[src/hw/rtl/pps_pkg.sv]
// Shared types, widths, codes and the arctangent table for the pure pursuit steering core.
// No dependencies.
package pps_pkg;

    localparam int POS_W   = 32;
    localparam int QUAT_W  = 16;
    localparam int CFG_W   = 21;
    localparam int CMD_W   = 2;
    localparam int OUTC_W  = 2;
    localparam int CIDX_W  = 2;

    localparam logic [CMD_W-1:0] CMD_LOAD = 2'd0;
    localparam logic [CMD_W-1:0] CMD_ODOM = 2'd1;
    localparam logic [CMD_W-1:0] CMD_TICK = 2'd2;

    localparam logic [OUTC_W-1:0] OUT_DRIVE  = 2'd0;
    localparam logic [OUTC_W-1:0] OUT_NO_TGT = 2'd1;
    localparam logic [OUTC_W-1:0] OUT_GOAL   = 2'd2;

    localparam logic [CIDX_W-1:0] REG_SPEED = 2'd0;
    localparam logic [CIDX_W-1:0] REG_GAIN  = 2'd1;
    localparam logic [CIDX_W-1:0] REG_MINLA = 2'd2;
    localparam logic [CIDX_W-1:0] REG_GOAL  = 2'd3;

    localparam logic [CFG_W-1:0] RST_SPEED = 21'd65536;
    localparam logic [CFG_W-1:0] RST_GAIN  = 21'd65536;
    localparam logic [CFG_W-1:0] RST_MINLA = 21'd26214;
    localparam logic [CFG_W-1:0] RST_GOAL  = 21'd6554;

    // CORDIC datapath
    localparam int CD_W = 36;
    localparam int CZ_W = 24;
    localparam logic signed [CZ_W-1:0] PI_Q16      = 24'sd205887;
    localparam logic signed [CZ_W-1:0] HALF_PI_Q16 = 24'sd102944;
    localparam logic signed [CD_W-1:0] K_Q24       = 36'sd10188014;

    localparam int HEAD_W  = 16;
    localparam int DIFF_W  = 33;
    localparam int SQ_W    = 62;
    localparam int SUM_W   = 63;
    localparam int LOOK_W  = 25;
    localparam int LOOK2_W = 50;
    localparam int R2_W    = 42;
    localparam int SC_W    = 27;
    localparam int PROD_W  = 60;
    localparam int OFF_W   = 37;
    localparam int NUM_W   = 59;
    localparam int DIV_W   = 81;
    localparam int QUO_W   = 31;

    localparam logic [POS_W-1:0] ANG_POS_SAT = 32'h7FFF_FFFF;
    localparam logic [POS_W-1:0] ANG_NEG_SAT = 32'h8000_0000;

    typedef logic signed [POS_W-1:0] pos_t;
    typedef logic [CFG_W-1:0]        cfg_t;

    // atan(2^-i) in Q16.16 radians, rounded
    function automatic logic signed [CZ_W-1:0] atan_q16(input logic [4:0] i);
        logic signed [CZ_W-1:0] a;
        unique case (i)
            5'd0:    a = 24'sd51472;
            5'd1:    a = 24'sd30386;
            5'd2:    a = 24'sd16055;
            5'd3:    a = 24'sd8150;
            5'd4:    a = 24'sd4091;
            5'd5:    a = 24'sd2047;
            5'd6:    a = 24'sd1024;
            5'd7:    a = 24'sd512;
            5'd8:    a = 24'sd256;
            5'd9:    a = 24'sd128;
            5'd10:   a = 24'sd64;
            5'd11:   a = 24'sd32;
            5'd12:   a = 24'sd16;
            5'd13:   a = 24'sd8;
            5'd14:   a = 24'sd4;
            5'd15:   a = 24'sd2;
            5'd16:   a = 24'sd1;
            default: a = '0;
        endcase
        return a;
    endfunction

endpackage

[src/hw/rtl/pps_cordic.sv]
// Iterative CORDIC, one micro-rotation per cycle, vectoring or rotation mode.
// Depends on pps_pkg (widths, arctangent table).
module pps_cordic #(
    parameter int STEPS = 16
) (
    input  logic                               clk,
    input  logic                               rst_n,
    input  logic                               start,
    input  logic                               vectoring,
    input  logic signed [pps_pkg::CD_W-1:0]    x0,
    input  logic signed [pps_pkg::CD_W-1:0]    y0,
    input  logic signed [pps_pkg::CZ_W-1:0]    z0,
    output logic                               done,
    output logic signed [pps_pkg::CD_W-1:0]    x,
    output logic signed [pps_pkg::CZ_W-1:0]    z,
    output logic signed [pps_pkg::CD_W-1:0]    y
);
    localparam int SW = $clog2(STEPS + 1);

    logic signed [pps_pkg::CD_W-1:0] x_reg, y_reg, xs, ys;
    logic signed [pps_pkg::CZ_W-1:0] z_reg, a;
    logic [SW-1:0] step_reg;
    logic busy_reg, done_reg, mode_reg, down;

    assign xs = x_reg >>> step_reg;
    assign ys = y_reg >>> step_reg;
    assign a  = pps_pkg::atan_q16(5'(step_reg));
    // down: x -= y>>i, y += x>>i, z -= atan
    assign down = mode_reg ? (y_reg <= 0) : (z_reg >= 0);

    always_ff @(posedge clk or negedge rst_n)
    begin
        if (!rst_n)
        begin
            busy_reg <= 1'b0;
            done_reg <= 1'b0;
        end
        else
        begin
            done_reg <= 1'b0;
            if (start)
            begin
                busy_reg <= 1'b1;
            end
            else if (busy_reg && step_reg == SW'(STEPS - 1))
            begin
                busy_reg <= 1'b0;
                done_reg <= 1'b1;
            end
        end
    end

    always_ff @(posedge clk)
    begin
        if (start)
        begin
            x_reg    <= x0;
            y_reg    <= y0;
            z_reg    <= z0;
            mode_reg <= vectoring;
            step_reg <= '0;
        end
        else if (busy_reg)
        begin
            step_reg <= step_reg + 1'b1;
            if (down)
            begin
                x_reg <= x_reg - ys;
                y_reg <= y_reg + xs;
                z_reg <= z_reg - a;
            end
            else
            begin
                x_reg <= x_reg + ys;
                y_reg <= y_reg - xs;
                z_reg <= z_reg + a;
            end
        end
    end

    assign done = done_reg;
    assign x = x_reg;
    assign y = y_reg;
    assign z = z_reg;
endmodule

[config.mk]
export PLATFORM = sky130hd
export DESIGN_NAME = pps_cordic
export DESIGN_NICKNAME = d
export VERILOG_FILES = /design/src/hw/rtl/pps_pkg.sv /design/src/hw/rtl/pps_cordic.sv
export SDC_FILE = /design/constraint.sdc
export NUM_CORES = 1
export LEC_CHECK = 0
export ABC_AREA = 0
export BUFFER_PORTS_ARGS = -buffer_cell sky130_fd_sc_hd__buf_4
export CORE_MARGIN = 2
export CORE_UTILIZATION = 48
export DETAILED_ROUTE_END_ITERATION = 7
export PLACE_DENSITY = 0.68
export SYNTH_ARGS = -nofsm -noshare
export SYNTH_HDL_FRONTEND = slang
export SYNTH_SLANG_ARGS = --single-unit
[constraint.sdc]
create_clock -name clk -period 6.5 [get_ports clk]
set_input_delay 0.65 -clock clk [delete_from_list [all_inputs] [get_ports clk]]
set_output_delay 0.65 -clock clk [all_outputs]
set_load 0.01 [all_outputs]
# After elaboration in Yosys (flattened, before gate mapping)
# Memories as Yosys holds them, arrays and structs flattened. A register that Yosys moved wholly into a read port is not among the register bits.
# Cells that the tools add are included.
[classes]
magnitude_cmp = 2
eq_ne = 1
n_reduce_logical = 3
shift = 2
muxes = 16
add_sub_neg = 7
[ops]
columns = ["operator", "count"]
rows = [
  ["36-bit 2-to-1 mux", 6],
  ["36-bit adder", 2],
  ["24-bit 2-to-1 mux", 3],
  ["36-bit by 5-bit >>> shifter with 36-bit output", 2],
  ["36-bit subtractor", 2],
  ["36-bit by 1-bit less-or-equal comparator with 1-bit output (second input constant)", 1],
  ["24-bit adder", 1],
  ["24-bit by 1-bit greater-or-equal comparator with 1-bit output (second input constant)", 1],
  ["24-bit subtractor", 1],
  ["5-bit 2-to-1 mux", 2],
  ["5-bit by 1-bit adder with 5-bit output (second input constant)", 1],
  ["5-bit by 4-bit == test with 1-bit output (second input constant)", 1],
  ["1-bit 2-to-1 mux", 5],
  ["2-bit nonzero test", 2],
  ["1-bit logical AND", 1],
]
[totals]
mem_bits_ro = 512
input_bits = 100
ff_bits = 104
output_inout_bits = 97
n_memories = 1
wordCells = 39
[memory_table]
columns = ["memory", "depth", "word_bits", "read_ports", "rd_ports_with_merged_regs", "wr", "line", "source"]
rows = [
  ["(name not given)", 32, 16, 1, 1, 0, "pps_pkg.sv:60", "unique case (i)"],
]

# Logic depth before layout (Yosys ltp)
# Gate-level depths: netlist of run 1.
[logic_depth]
ltp_word = 5
ltp_mapped = 27

# Least setup slack after synthesis of run 1
# No wires, ideal clock.
[synth_timing]
path_kind = "reg-to-reg"
start = "reg step_reg[0]"
end = "reg y_reg, in the netlist y[31], data pin"
stages_incl_launch_ff = 25
slack_ns = 0.830
n_path_buf = 3
synth_period_minus_slack_ns = 5.670
arrival_ns = 5.534
t_required_ns = 6.364
cell_sequence = "dfxtp_1 buf_6 buf_12 mux4_2 mux4_2 a221o_1 inv_1 ha_1 inv_1 nor4_2 nand4_2 or2_4 nand2_1 xnor2_1 ha_1 clkbuf_1 a21oi_1 a21boi_0 o21a_1 nor2b_1 a221oi_1 o21ai_0 a21o_1 a2111oi_0 nand3b_1"
[synth_via]
elab_chain_cells = 5
word_cells_on_any_way = 6
[synth_lines]
columns = ["element", "line", "source"]
rows = [
  ["start, declared", "pps_cordic.sv:22", "logic [SW-1:0] step_reg;"],
  ["start signal, assigned", "pps_cordic.sv:65", "step_reg <= step_reg + 1'b1;"],
  ["36-bit by 5-bit >>> shifter with 36-bit output (*)", "pps_cordic.sv:25", "assign xs = x_reg >>> step_reg;"],
  ["36-bit subtractor / 36-bit adder (equally long branches)", "pps_cordic.sv:75, pps_cordic.sv:69", ""],
  ["36-bit 2-to-1 mux (*)", "pps_cordic.sv:66", "if (down)"],
  ["36-bit 2-to-1 mux (*)", "pps_cordic.sv:63", "else if (busy_reg)"],
  ["36-bit 2-to-1 mux (*)", "pps_cordic.sv:55", "if (start)"],
  ["end signal, assigned", "pps_cordic.sv:58", "y_reg <= y0;"],
  ["end signal, assigned", "pps_cordic.sv:69", "y_reg <= y_reg + xs;"],
  ["end signal, assigned", "pps_cordic.sv:75", "y_reg <= y_reg - xs;"],
  ["end, declared", "pps_cordic.sv:20", "logic signed [pps_pkg::CD_W-1:0] x_reg, y_reg, xs, ys;"],
]
# Every way passes the cells marked *; elsewhere a longest branch is shown, timed or not. The select of a mux whose other input is x is not followed.
# A chain may end at the register's enable or synchronous reset.

# Final worst setup path of run 1
[layout_timing]
start = "reg step_reg[0]"
end = "reg x_reg, in the netlist x[35], data pin"
[layout_via]
elab_chain_cells = 5
word_cells_on_any_way = 6
[layout_lines]
columns = ["element", "line", "source"]
rows = [
  ["36-bit by 5-bit >>> shifter with 36-bit output (*)", "pps_cordic.sv:26", "assign ys = y_reg >>> step_reg;"],
  ["36-bit adder / 36-bit subtractor (equally long branches)", "pps_cordic.sv:74, pps_cordic.sv:68", ""],
  ["36-bit 2-to-1 mux (*)", "pps_cordic.sv:66", ""],
  ["36-bit 2-to-1 mux (*)", "pps_cordic.sv:63", ""],
  ["36-bit 2-to-1 mux (*)", "pps_cordic.sv:55", ""],
  ["end signal, assigned", "pps_cordic.sv:68", "x_reg <= x_reg - ys;"],
  ["end signal, assigned", "pps_cordic.sv:74", "x_reg <= x_reg + ys;"],
  ["end, declared", "pps_cordic.sv:20", ""],
]
# Marks and branches as above.

==> results of run 1 <==
cells in the final DEF (no fill, tap or decap), drive strengths merged, types with 28 or more instances in the layout:
cell type,synthesis,final
buf,32,465
nand2,205,205
o21ai,184,184
nor2,150,150
a21oi,135,135
ha,104,104
edfxtp,97,97
xnor2,85,85
inv,63,69
mux4,67,67
xor2,62,62
mux2i,58,58
a21o,49,49
mux2,45,45
nand3,40,40
nor3,40,40
nand2b,30,30
a22oi,28,28
path summary, 6_finish.rpt:
path	cells after the start	endpoint	start	slack, ns
max	21	x[35]	step_reg[0]	0.26
min	1	mode_reg	vectoring	0.40
max reg2reg	21	x[35]	step_reg[0]	0.26
min reg2reg	1	done	busy_reg	0.74
max in group asynchronous	2	done	rst_n	5.87
min in group asynchronous	2	busy_reg	rst_n	0.53
layout make-up:
type,count,area [um^2],area share [%]
diodes,1,2.50,0.0122
clock inverters,14,138,0.672
multi-input cells,1634,12100,59.3
flip-flops and latches,120,3390,16.6
clock buffers,18,429,2.10
well taps,448,561,2.74
inverters,65,246,1.20
repair buffers,466,3570,17.5
cell families (layout without fill, tap and decap cells):
family / Yosys count / count (layout) / share of synthesized area [%]
AOI/OAI and AO/OA: 616 / 616 / 24.4
muxes: 170 / 170 / 16.1
DFF: 120 / 120 / 20.9
and+or+nand+nor: 594 / 594 / 17.8
xor gates and xnor gates: 147 / 147 / 7.95
other: 0 / 1 / 0
buffers and inverters: 170 / 563 / 4.44
adders and majority gates: 107 / 107 / 8.40
metal layers:
metal,vias to the layer above,part of all wire [%]
li1,8060,-
met1,8307,41
met2,1024,44
met3,182,11
met4,2,3.8
met5,-,0.0060
timing repair:
action	4_1_cts	5_1_grt
hold buffers	1	0
endpoints found under the setup margin	0	9
gates resized for setup	0	3
hold endpoints to repair	2	0
buffers inserted	0	2
worst max-delay path, cell delays in order (launching register included):
cell                        delay [ns]
sky130_fd_sc_hd__dfxtp_4          0.51
sky130_fd_sc_hd__buf_12           0.32
sky130_fd_sc_hd__mux4_2           0.61
sky130_fd_sc_hd__a22o_1           0.23
sky130_fd_sc_hd__a211oi_1         0.70
sky130_fd_sc_hd__and4_1           0.35
sky130_fd_sc_hd__and3_1           0.26
sky130_fd_sc_hd__nand3_1          0.14
sky130_fd_sc_hd__nor4_1           0.34
sky130_fd_sc_hd__mux2i_1          0.13
sky130_fd_sc_hd__o21a_1           0.21
sky130_fd_sc_hd__ha_1             0.33
sky130_fd_sc_hd__nand2_1          0.06
sky130_fd_sc_hd__o21ai_0          0.23
sky130_fd_sc_hd__nor4_1           0.08
sky130_fd_sc_hd__o41ai_1          0.47
sky130_fd_sc_hd__and3_1           0.24
sky130_fd_sc_hd__a2111oi_0        0.07
sky130_fd_sc_hd__nor3_1           0.21
sky130_fd_sc_hd__a31oi_1          0.14
sky130_fd_sc_hd__a311o_1          0.33
sky130_fd_sc_hd__o211ai_1         0.09
Yosys cell counts (all sizes together), types with 6 or more instances:
cell	instances	area (um^2)
nor3b	8	60.1
inv	63	236
nor2b	14	87.6
nor3	40	221
a21oi	135	676
a21boi	10	75.1
edfxtp	97	2910
mux2i	58	584
nand4	13	103
or3	15	93.8
a22oi	28	210
dfxtp	21	420
o31ai	17	146
a211oi	19	143
and3	18	114
a21o	49	368
nand2	205	772
buf	32	201
o211ai	14	105
o21bai	8	60.1
a31oi	21	131
a311oi	7	61.3
xnor2	85	744
nand2b	30	195
nand3	40	200
mux4	67	1520
xor2	62	543
o22ai	19	119
ha	104	1300
clkbuf	73	274
o21a	21	158
and2	17	106
a221o	6	60.1
a22o	7	61.3
o21ai	184	921
nor2	150	579
nor4	15	106
mux2	45	507
or2	12	77.6
a221oi	9	78.8
stage by stage:
step	worst slack (ns)	cell area [um^2]	util (%)	hold slack, ns	instances
final	0.264	20500	61.4	0.403	2766
after global routing	0.0188	20500	61.4	0.392	2765
after CTS	0.195	20400	61.2	0.380	2763
after detailed placement	0.216	19800	59.5	0.448	2730
after global placement	0.378	19800	59.5	0.446	2730
after floorplan	0.830	16200	-	0.354	1924
==> impl_metrics.yaml, run 1 <==
global_routing:
  groute.layer.met1.usage_pct: 47.9
  grt_util_all_layers_pct: 37.1
  grt_max_degree: 99
  met2_usage_pct: 57.6
  gr-max-usage-layer: "met2"
  gr-total-overflow: 0
  first_pass_grt_wire_length_um: 100000
  grt_antenna_before_repair: 1
  grt_use_met3_pct: 11.7
  grt_pass1_vias: 17000
logic_synthesis:
  dominant_register_cell_in_the_synthesized_netlist: "sky130_fd_sc_hd__edfxtp_1"
  synth-edff-count: 97
  syn_nets: 2131
  synth.cell_area_um2: 16200
  asr_flop_ratio_synth_pct: 1.67
  netlist_instances: 1924
  seq_area_frac_synth_pct: 20.9
  yosys_register_bits: 120
  synth.avg_cell_area_um2: 8.42
  synth_warnings: 0
  synth_cell_type_count: 95
detailed_routing:
  antenna_left: 0
  drtPass1Iterations: 7
  via_count: 17600
  drc_errors: 0
  drtIter0Drc: 1977
  viasPerCell: 6.35
  drt-wirelength-per-cell_um: 24.0
  totalWireLength_um: 66400
sta:
  max_slew_margin_pct: 39.2
  hold_viol: 0
  final-setup-viol-count: 0
  fmax_ghz: 0.160
  final.period_utilization_pct: 95.9
  max_slew.worst_pin.slew_ns: 0.908
  grt_setup_unrepaired: "false"
  setup_total_negative_slack_ns: 0
  post-route-min-period_ns: 6.24
  final.setup_skew_ns: 0.00948
  report.final.slew_viol_count: 0
floorplanning:
  initial_core_util_pct: 48.6
  core_region_area_um2: 33400
  die_w_um: 188
  number_of_cell_rows: 67
  top_level_i_o_count: 197
  die_area_um2: 35200
  fp.dieH_um: 188
layout:
  flow.area_growth_from_synthesis_pct: 26.4
  fillers: 3013
  layout-drive-gt1-share_pct: 28.1
  final_net_count: 2511
run:
  maxCapViolations: 0
hold_path:
  min_path_type: "input port to flop"
critical_path:
  cp.arrival_ns: 6.53
  worst_setup_path_start_kind: "flop"
  path_class: "flop to flop"
  cp.required_ns: 6.79
  endpoint_kind: "flop"
  critical_path.max_fanout: 40
cts:
  clock_tree.buffer_depth: 2
  cts_max_level: 4
  cts-root-buf: "sky130_fd_sc_hd__clkbuf_16"
  total_clock_sinks: 120
  clock_tree_from_tritoncts: "built"
  cts_made_buffers: 17
  clock_latency_ns: 0.45
  clk_pin_slew_ns: 0.06
placement:
  portBuffers: 196
  hpwl_um: 51600
  gp_routability_congestion: 1.06
status:
  run_status: "finished, final reports clean"
Power of run 1 is left out: the tool's default activity adds up to more than one toggle a clock period on the data nets, which glitch-free logic cannot reach.
==> run 2, diff against run 1 <==
--- a/config.mk
+++ b/config.mk
@@ -7,6 +7,7 @@
 export LEC_CHECK = 0
 export ABC_AREA = 0
 export BUFFER_PORTS_ARGS = -buffer_cell sky130_fd_sc_hd__buf_4
+export CORE_ASPECT_RATIO = 1.4
 export CORE_MARGIN = 2
 export CORE_UTILIZATION = 48
 export DETAILED_ROUTE_END_ITERATION = 7
==> impl_metrics.yaml, run 2 (same netlist as run 1, synthesis figures left out) <==
status:
  run_status: "finished, final reports clean"
detailed_routing:
  viasPerCell: 6.41
  drt-wirelength-per-cell_um: 24.3
  drtPass1Iterations: 5
  totalWireLength_um: 65800
  antenna_left: 0
  drc_errors: 0
  drtIter0Drc: 1781
  via_count: 17400
  wirelength_met1_um: 25100
  met3_length_um: 5170
  dr.max_layer_used: "met4"
  routed-wl-met2_um: 30200
floorplanning:
  die_area_um2: 35300
  number_of_cell_rows: 79
  initial_core_util_pct: 48.8
  top_level_i_o_count: 197
  die_w_um: 159
  core_region_area_um2: 33200
  fp.dieH_um: 221
layout:
  layout_common_cells: "404 x sky130_fd_sc_hd__buf_4, 204 x sky130_fd_sc_hd__nand2_1, 182 x sky130_fd_sc_hd__o21ai_0, 149 x sky130_fd_sc_hd__nor2_1, 135 x sky130_fd_sc_hd__a21oi_1"
  final_common_cell: "sky130_fd_sc_hd__buf_4"
  flow.area_growth_from_synthesis_pct: 24.0
  final_net_count: 2459
  final_design_area_no_fill_um2: 20100
  layout-drive-gt1-share_pct: 26.4
  final_util_pct: 60.5
  fillers: 3027
cts:
  clock_tree_from_tritoncts: "built"
  clk_pin_slew_ns: 0.07
  cts_made_buffers: 17
  cts-root-buf: "sky130_fd_sc_hd__clkbuf_16"
  total_clock_sinks: 120
  cts_max_level: 4
  clock_latency_ns: 0.46
  clock_tree.buffer_depth: 2
sta:
  hold_viol: 0
  fmax_ghz: 0.162
  post-route-min-period_ns: 6.19
  final-setup-viol-count: 0
  final.setup_skew_ns: 0.0127
  max_slew_margin_pct: 32.7
  report.final.slew_viol_count: 0
  grt_setup_unrepaired: "true"
  final.period_utilization_pct: 95.2
  max_slew.worst_pin.slew_ns: 0.983
  setup_total_negative_slack_ns: 0
critical_path:
  critical_path.max_fanout: 38
  cp.required_ns: 6.70
  cp.arrival_ns: 6.39
  worst_r2r_path_depth: 22
  path_class: "flop to flop"
  endpoint_kind: "flop"
  worst_setup_path_start_kind: "flop"
placement:
  gp_routability_congestion: 1.03
  post_dp_cell_area_um2: 19500
  hpwl_um: 52200
  portBuffers: 196
run:
  maxCapViolations: 0
hold_path:
  hold_depth: 1
  min_path_type: "input port to flop"
global_routing:
  first_pass_grt_wire_length_um: 99500
  grt_max_degree: 118
  grt_util_all_layers_pct: 36.5
  grt_pass1_vias: 16900
  gr-total-overflow: 0
  grt_antenna_before_repair: 1
## run 2: critical path: stages, from the launching register on
cell and delay (ns):
sky130_fd_sc_hd__dfxtp_4 0.70, sky130_fd_sc_hd__buf_4 0.29, sky130_fd_sc_hd__mux2_2 0.36, sky130_fd_sc_hd__mux2i_1 0.32, sky130_fd_sc_hd__o21ai_0 0.21, sky130_fd_sc_hd__nor3_2 0.42
sky130_fd_sc_hd__and3_1 0.27, sky130_fd_sc_hd__and4_1 0.36, sky130_fd_sc_hd__nand2_1 0.17, sky130_fd_sc_hd__buf_4 0.17, sky130_fd_sc_hd__o31ai_1 0.27, sky130_fd_sc_hd__xor2_1 0.24
sky130_fd_sc_hd__ha_1 0.28, sky130_fd_sc_hd__a21oi_1 0.15, sky130_fd_sc_hd__o21ai_0 0.11, sky130_fd_sc_hd__nor4_1 0.19, sky130_fd_sc_hd__o41ai_1 0.13, sky130_fd_sc_hd__and3_1 0.21
sky130_fd_sc_hd__a2111oi_0 0.45, sky130_fd_sc_hd__nor3_1 0.12, sky130_fd_sc_hd__a31oi_1 0.25, sky130_fd_sc_hd__a311o_1 0.15, sky130_fd_sc_hd__o211ai_1 0.09
## run 2: final cells by class
class	instances	area [um^2]	share of cell area, %
clock inverters	15	118	0.586
diodes	1	2.50	0.0125
inverters	65	246	1.23
well taps	445	557	2.77
repair buffers	414	3210	16.0
flip-flops and latches	120	3390	16.9
multi-input cells	1634	12100	60.4
clock buffers	17	425	2.12
## run 2: path summary, 6_finish.rpt
check	from	to	slack [ns]
worst max-delay path	step_reg[1]	x[35]	0.31
worst min-delay path	vectoring	mode_reg	0.38
worst max register to register	step_reg[1]	x[35]	0.31
worst min register to register	busy_reg	done	0.74
max in group asynchronous	rst_n	busy_reg	5.86
min in group asynchronous	rst_n	done	0.55
## run 2: routing by layer
metal	GRT usage, %	vias up
met5	0	-
met4	24.8	0
met2	59.8	940
li1	-	7947
met3	6.13	256
met1	43.8	8236
## run 2: per-stage QoR
step / hold slack (ns) / setup slack (ns) / std cells
floorplan: 0.354 / 0.830 / 1924
detailed placement: 0.434 / 0.267 / 2676
global placement: 0.433 / 0.382 / 2676
CTS: 0.369 / 0.258 / 2709
global route: 0.382 / 0.00443 / 2710
finish: 0.381 / 0.310 / 2711
## run 2: timing repair
item | 4_1_cts | 5_1_grt
endpoints found under the setup margin | 0 | 15
buffers inserted | 0 | 1
hold endpoints to repair | 2 | 0
hold buffers | 1 | 0
gates resized for setup | 0 | 3
Power of run 2 is left out for the same reason.
